--- src/rtl/grs_tap_cell.sv ---
// One window tap: holds an A/B pair and passes it to the next tap on each shift.
`timescale 1ns / 1ps
module grs_tap_cell #(
   parameter int CW = 18
) (
   input  logic                 clock,
   input  logic                 shift,
   input  logic signed [CW-1:0] a_in,
   input  logic signed [CW-1:0] b_in,
   output logic signed [CW-1:0] a_q,
   output logic signed [CW-1:0] b_q
);
   logic signed [CW-1:0] a_ff;
   logic signed [CW-1:0] b_ff;

   always_ff @(posedge clock) begin
      if (shift) begin
         a_ff <= a_in;
         b_ff <= b_in;
      end
   end

   assign a_q = a_ff;
   assign b_q = b_ff;
endmodule

--- config.mk ---
export PLATFORM = sky130hd
export DESIGN_NAME = grs_tap_cell
export DESIGN_NICKNAME = d
export VERILOG_FILES = /design/src/rtl/grs_tap_cell.sv
export SDC_FILE = /design/constraint.sdc
export NUM_CORES = 1
export LEC_CHECK = 0
export BUFFER_PORTS_ARGS = -buffer_cell sky130_fd_sc_hd__clkbuf_2
export CORE_ASPECT_RATIO = 1.25
export CORE_MARGIN = 2
export CORE_UTILIZATION = 36
export DETAILED_ROUTE_END_ITERATION = 6
export MAX_ROUTING_LAYER = met4
export PLACE_DENSITY = 0.81
export SETUP_SLACK_MARGIN = 0.3
export SLEW_MARGIN = 20
export SYNTH_ARGS = -nofsm -noshare
export SYNTH_HDL_FRONTEND = slang
export SYNTH_SLANG_ARGS = --single-unit
export TNS_END_PERCENT = 10
--- constraint.sdc ---
create_clock -name clock -period 0.8 [get_ports clock]
set_clock_uncertainty 0.2 [all_clocks]
set_input_delay 0.04 -clock clock [delete_from_list [all_inputs] [get_ports clock]]
set_output_delay 0.04 -clock clock [all_outputs]
set_load 0.02 [all_outputs]
* Yosys cells after proc, flatten, opt, wreduce, memory -nomap -nowiden
Cells that the tools add are included.
** Storage, ports and cells
- Register bits :: 36
- Latch bits :: 0
- RAM bits :: 0
- Bits in read-only memories :: 0
- Input port bits :: 38
- Output and inout port bits :: 36
- Word-level logic and storage cells :: 2
- Memories :: 0
** Operators by class
- Add/subtract/negate cells :: 0
- Multiply operators :: 0
- Divide/modulo/power cells :: 0
- Order comparisons :: 0
- Equality and inequality tests :: 0
- Shift operators :: 0
- Mux-type cells :: 0
- Bitwise gates (word level) :: 0
- Reduce and logical (&&, ||, !) cells :: 0

* Longest topological paths before layout
Gate-level depths: netlist (run 1).
- Depth in word-level cells :: 0
- Gate-level depth with buffers :: 0
- Mapped depth without buffers :: 0

* Worst setup path after synthesis (run 1)
No wires, ideal clock.
- Kind :: flip-flop to output port
- Start point :: register a_ff[0], in the netlist a_q[0]
- End point :: output port a_q[0]
- Data arrival time :: 0.449 ns
- Data required time :: 0.560 ns
- Slack :: 0.111 ns
- Stages on the path, launching flop included :: 1
- Buffers on the path :: 0
- Cells stage by stage :: edfxtp_1
** RTL lines
- start, declared :: line 13 : logic signed [CW-1:0] a_ff;
- start signal, assigned :: line 18 : a_ff <= a_in;
- end, declared :: line 10 : output logic signed [CW-1:0] a_q,
No word-level cell between the ends.

* Worst setup path after layout (run 1)
- Start point :: register a_ff[12], in the netlist a_q[12]
- End point :: output port a_q[12]
No word-level cell between the ends.

==> results of run 1 <==
[layout make-up]
type | instances | share of cell area [%]
Clock inverter | 3 | 0.861
Sequential cell | 36 | 67.7
Timing Repair Buffer | 75 | 26.3
Clock buffer | 5 | 2.35
Tap cell | 36 | 2.82
[placed cells by master, fill, tap and decap left out, drive strengths merged]
master	n
clkinv	3
edfxtp	36
buf	36
clkbuf	44
[synth_stat cells (all sizes together)]
| cell | instances | area, µm² |
|---|---|---|
| edfxtp | 36 | 1080 |
[routing by layer]
layer | up-vias | global-route usage (%)
met5 | - | -
met2 | 45 | 21.6
li1 | 312 | -
met1 | 305 | 12.8
met3 | 6 | 7.05
met4 | 0 | 7.69
[path summary, 6_finish.rpt]
path / start / end / slack [ps] / depth (start not counted)
setup / recovery: a_q[12]$_DFFE_PP_ / a_q[12] / -320 / 1
hold / removal: b_in[4] / b_q[4]$_DFFE_PP_ / -320 / 1
[stage by stage]
stage	hold WS [ps]	utilization, %	total power, mW
after CTS	-334	55.1	3.65
after detailed placement	18.6	53.0	2.80
final	-319	55.3	3.61
after global placement	17.3	53.0	2.78
after global routing	-347	55.3	3.77
after floorplan	-61.1	-	2.52
[state kept, by name (all words and copies together), names as in the netlist]
signal and flops:
a_q 18, b_q 18
[kinds of logic (layout without fill, tap and decap cells)]
kind of cell	count (synthesis)	after routing
buffers and inverters	0	83
DFF	36	36
[power by group through the flow]
stage | clock network, mW | registers (mW) | logic, mW
after floorplan | 0 | 2.52 | 0
after global placement | 0 | 2.32 | 0.465
after detailed placement | 0 | 2.32 | 0.476
after CTS | 0.896 | 2.28 | 0.480
after global routing | 0.971 | 2.29 | 0.508
final | 0.861 | 2.27 | 0.482
[repair_timing]
item	CTS	global route
setup endpoints to repair	58	36
resized for setup	1	36
hold endpoints to repair	72	72
pin swaps	0	0
==> metrics.yaml, run 1 <==
seq_area_frac_synth_pct: 100
maxSlewViolCount: 0
fmax_ghz: 0.891
synth_cell_types: 1
path_buf_inv: 1
antenna_cells: 0
drive_gt1_share_pct: 68.9
ant_nets: 0
path_delay_family: "flip-flops"
io_pins: 74
setup_viol: 36
violations: "negative hold slack, negative setup slack"
slew_headroom_pct: 91.5
gp_congestion: 0.730
syn2layout_area_growth_pct: 47.8
drt-initial-drc-count: 13
fillers: 248
vias_per_cell: 4.31
path_class: "reg -> out"
die_area_um2: 3460
finalCritPeriodShare_pct: 140
end_kind: "output pin"
cts_max_path_buffers: 2
synthSimpleGateAreaFrac_pct: 0
hold_violations: 72
swShare_pct: 24.1
start_kind: "register"
postCtsSetupRepairBufs: 0
io_buffers: 73
cts_buffers: 5
grt_pass1_vias: 721
cp_cell_sequence: "clkbuf_2"
dr_wl_met3_um: 222
muxShareOfSynthArea_pct: 0
synth_compound_area_share_pct: 0
pwr-share-comb_pct: 13.3
dp.cells: 147
dr.pass1.iters: 2
clockRootBuffer: "clkbuf_4"
final_nets: 156
post-route-min-period_ps: 1120
postSynthAreaPerCell_um2: 30.0
cpPeakStageDelay_ps: 390
ys_ff_latch: 36
route.detailed.wl_per_inst_um: 12.9
multi_input_area_um2: 0
clkPwrFrac_pct: 23.8
critical-path-slowest-cell: "edfxtp_1"
holdCritPathClass: "in -> reg"
multi_input_comb_cells: 0
clk_pin_slew_ps: 100
rows: 22
drc: 0
final_cell_count_no_fill: 155
cap_viol_max_count: 0
wirelength_um: 2000
cp.arrival_ps: 880
highest_layer: "met4"
dr_wl_met2_um: 1050
grt_pass1_wl_um: 3030
final_area_um2: 1600
p_leak_nw: 0.704
rsz0062_at_grt: "true"
crit_fanout: 1
netlist_instances: 36
grtUsageTotal_pct: 13.5
power-per-cell-area_nw_per_um2: 2260
synthAdderAreaFrac_pct: 0
fin_ws_ps: -322
cts_tree: "built"
setup_tns_ps: -10720
switchingPower_uw: 869
internal_power_mw: 2.74
dr_total_vias: 668
syn_area_um2: 1080
ir_drop_mv: 1.55
dp_slack_ps: -74.1
start_util_pct: 37.4
synth_xor_area_share_pct: 0
htreeDepth: 2
status: "finished with violations"
post-dp-hpwl_um: 1580
die_h_um: 65.3
die_w_um: 53.0
grt-ovfl-total: 0
core_um2: 2890
yosys_warnings: 0
ff_latch_area_um2: 1080
tightest_slew_ps: 128
syn_nets: 74
cts.sink_count: 36
place_area_um2: 1530
antenna_found_initial: 0
grt_max_degree: 23
drt-met1-wl_um: 677
required_ps: 560
holdWs_ps: -319
p_seq_share_pct: 62.8
No activity file was read; power rests on OpenSTA's default activity.
==> inputs of run 2 (changes only) <==
BUFFER_PORTS_ARGS = -buffer_cell sky130_fd_sc_hd__buf_2   (was -buffer_cell sky130_fd_sc_hd__clkbuf_2)
==> run 2 against run 1 <==
Net effect: the flow still finishes with violations (negative hold slack, negative setup slack); count of clock-buffer cells in the layout did not move; critical path depth did not move; wire length rose by 4.4%; setup slack got worse by 26 ps; via count fell by 0.15%; largest cell class unchanged; total power rose by 2.4%; critical path type unchanged; die area did not move; clock power rose by 8.0%; largest power group unchanged; combinational power rose by 2%; utilization rose by 0.56 points; global-route usage barely moved.
==> metrics.yaml, run 2 (synthesized netlist as in run 1, its figures left out) <==
io_pins: 74  # unchanged
grt-ovfl-total: 0  # unchanged
io_buffers: 73  # unchanged
dr.pass1.iters: 3  # +1
start_kind: "register"
grtUsageTotal_pct: 13.5  # -0.049 points
dp.cells: 147  # unchanged
rows: 22  # unchanged
ant_nets: 0  # unchanged
cts_buffers: 5  # unchanged
multi_input_comb_cells: 0  # unchanged
drc: 0  # unchanged
holdWs_ps: -337  # -17.9 ps
final_area_um2: 1610  # +1.0%
path_buf_inv: 1  # unchanged
die_h_um: 65.3  # unchanged
gp_congestion: 0.730  # unchanged
power-per-cell-area_nw_per_um2: 2290  # +1.3%
die_w_um: 53.0  # unchanged
setup_viol: 36  # unchanged
fin_ws_ps: -349  # -26.3 ps
cts_max_path_buffers: 2  # unchanged
internal_power_mw: 2.77  # +1.0%
ir_drop_mv: 1.52  # -1.7%
core_um2: 2890  # unchanged
dr_total_vias: 667  # -0.15%
syn2layout_area_growth_pct: 49.3
clockRootBuffer: "clkbuf_4"
status: "finished with violations"
hold_violations: 72  # unchanged
fmax_ghz: 0.871  # -2.3%
cap_viol_max_count: 0  # unchanged
antenna_cells: 0  # unchanged
post-dp-hpwl_um: 1590  # +0.33%
final_cell_count_no_fill: 155  # unchanged
htreeDepth: 2  # unchanged
violations: "negative hold slack, negative setup slack"
grt_max_degree: 23  # unchanged
finalCritPeriodShare_pct: 144  # +3.3 points
critical-path-slowest-cell: "edfxtp_1"
path_delay_family: "flip-flops"
cp.arrival_ps: 910  # +30 ps
end_kind: "output pin"
cp_cell_sequence: "buf_2"
wirelength_um: 2090  # +4.4%
drt-initial-drc-count: 16  # +3
place_area_um2: 1530  # unchanged
rsz0062_at_grt: "true"
cts_tree: "built"
power.total_mw: 3.70  # +2.4%
clk_pin_slew_ps: 110  # about the same
tightest_slew_ps: 125  # -3.52 ps
grt_pass1_vias: 684  # -5.1%
pwr-share-comb_pct: 13.3  # about the same
route.detailed.wl_per_inst_um: 13.5  # +4.4%
final_common_cell: "buf_2"
antenna_found_initial: 0  # unchanged
mostFrequentLayoutCells: "68 x buf_2, 36 x edfxtp_1, 5 x clkbuf_4"
vias_per_cell: 4.30  # -0.15%
p_leak_nw: 0.701  # -0.53%
post-route-min-period_ps: 1150  # +26.3 ps
postCtsSetupRepairBufs: 0  # unchanged
cts.sink_count: 36  # unchanged
drive_gt1_share_pct: 68.9  # unchanged
grt_pass1_wl_um: 2990  # -1.2%
slew_headroom_pct: 91.7  # +0.20 points
crit_fanout: 1  # unchanged
clkPwrFrac_pct: 25.1  # +1.3 points
required_ps: 560  # about the same
die_area_um2: 3460  # unchanged
dp_slack_ps: -64.5  # +9.53 ps
start_util_pct: 37.4  # unchanged
multi_input_area_um2: 0  # unchanged
path_class: "reg -> out"
cpPeakStageDelay_ps: 400  # about the same
switchingPower_uw: 927  # +6.7%
maxSlewViolCount: 0  # unchanged
holdCritPathClass: "in -> reg"
p_seq_share_pct: 61.5  # -1.3 points
final_nets: 156  # unchanged
swShare_pct: 25.1  # +1.0 points
run 2: worst paths after layout:
check,startpoint,slack [ps],cells past startpoint,end
setup / recovery,a_q[6]$_DFFE_PP_,-350,1,a_q[6]
hold / removal,b_in[15],-340,1,b_q[15]$_DFFE_PP_
run 2: per-layer routing:
metal,global-route usage (%),part of all wire [%]
met5,-,0
met2,20.8,52
met4,8.65,2.5
met1,13.9,34
met3,5.68,12
run 2: power by group through the flow:
stage | registers [mW] | clock network, mW | logic (mW)
2_1_floorplan | 2.52 | 0 | 0
3_3_place_gp | 2.31 | 0 | 0.469
3_5_place_dp | 2.31 | 0 | 0.480
4_1_cts | 2.27 | 0.976 | 0.485
5_1_grt | 2.29 | 1.03 | 0.521
6_report | 2.28 | 0.930 | 0.493
run 2: cell type report:
cell class	count	area [µm²]
Sequential cell	36	1080
Clock inverter	3	17.5
Fill cell	253	1280
Timing Repair Buffer	75	433
Clock buffer	5	37.5
Tap cell	36	45.0
run 2: timing repair:
item	4_1_cts	5_1_grt
resized for setup	2	7
endpoints found under the setup margin	36	46
hold endpoints to repair	72	72
run 2: through the flow:
stage          setup TNS [ps]  util, %
2_1_floorplan               0        -
3_3_place_gp            -1410     53.0
3_5_place_dp            -1760     53.0
4_1_cts                -12430     55.1
5_1_grt                -13170     55.8
6_report               -11450     55.8
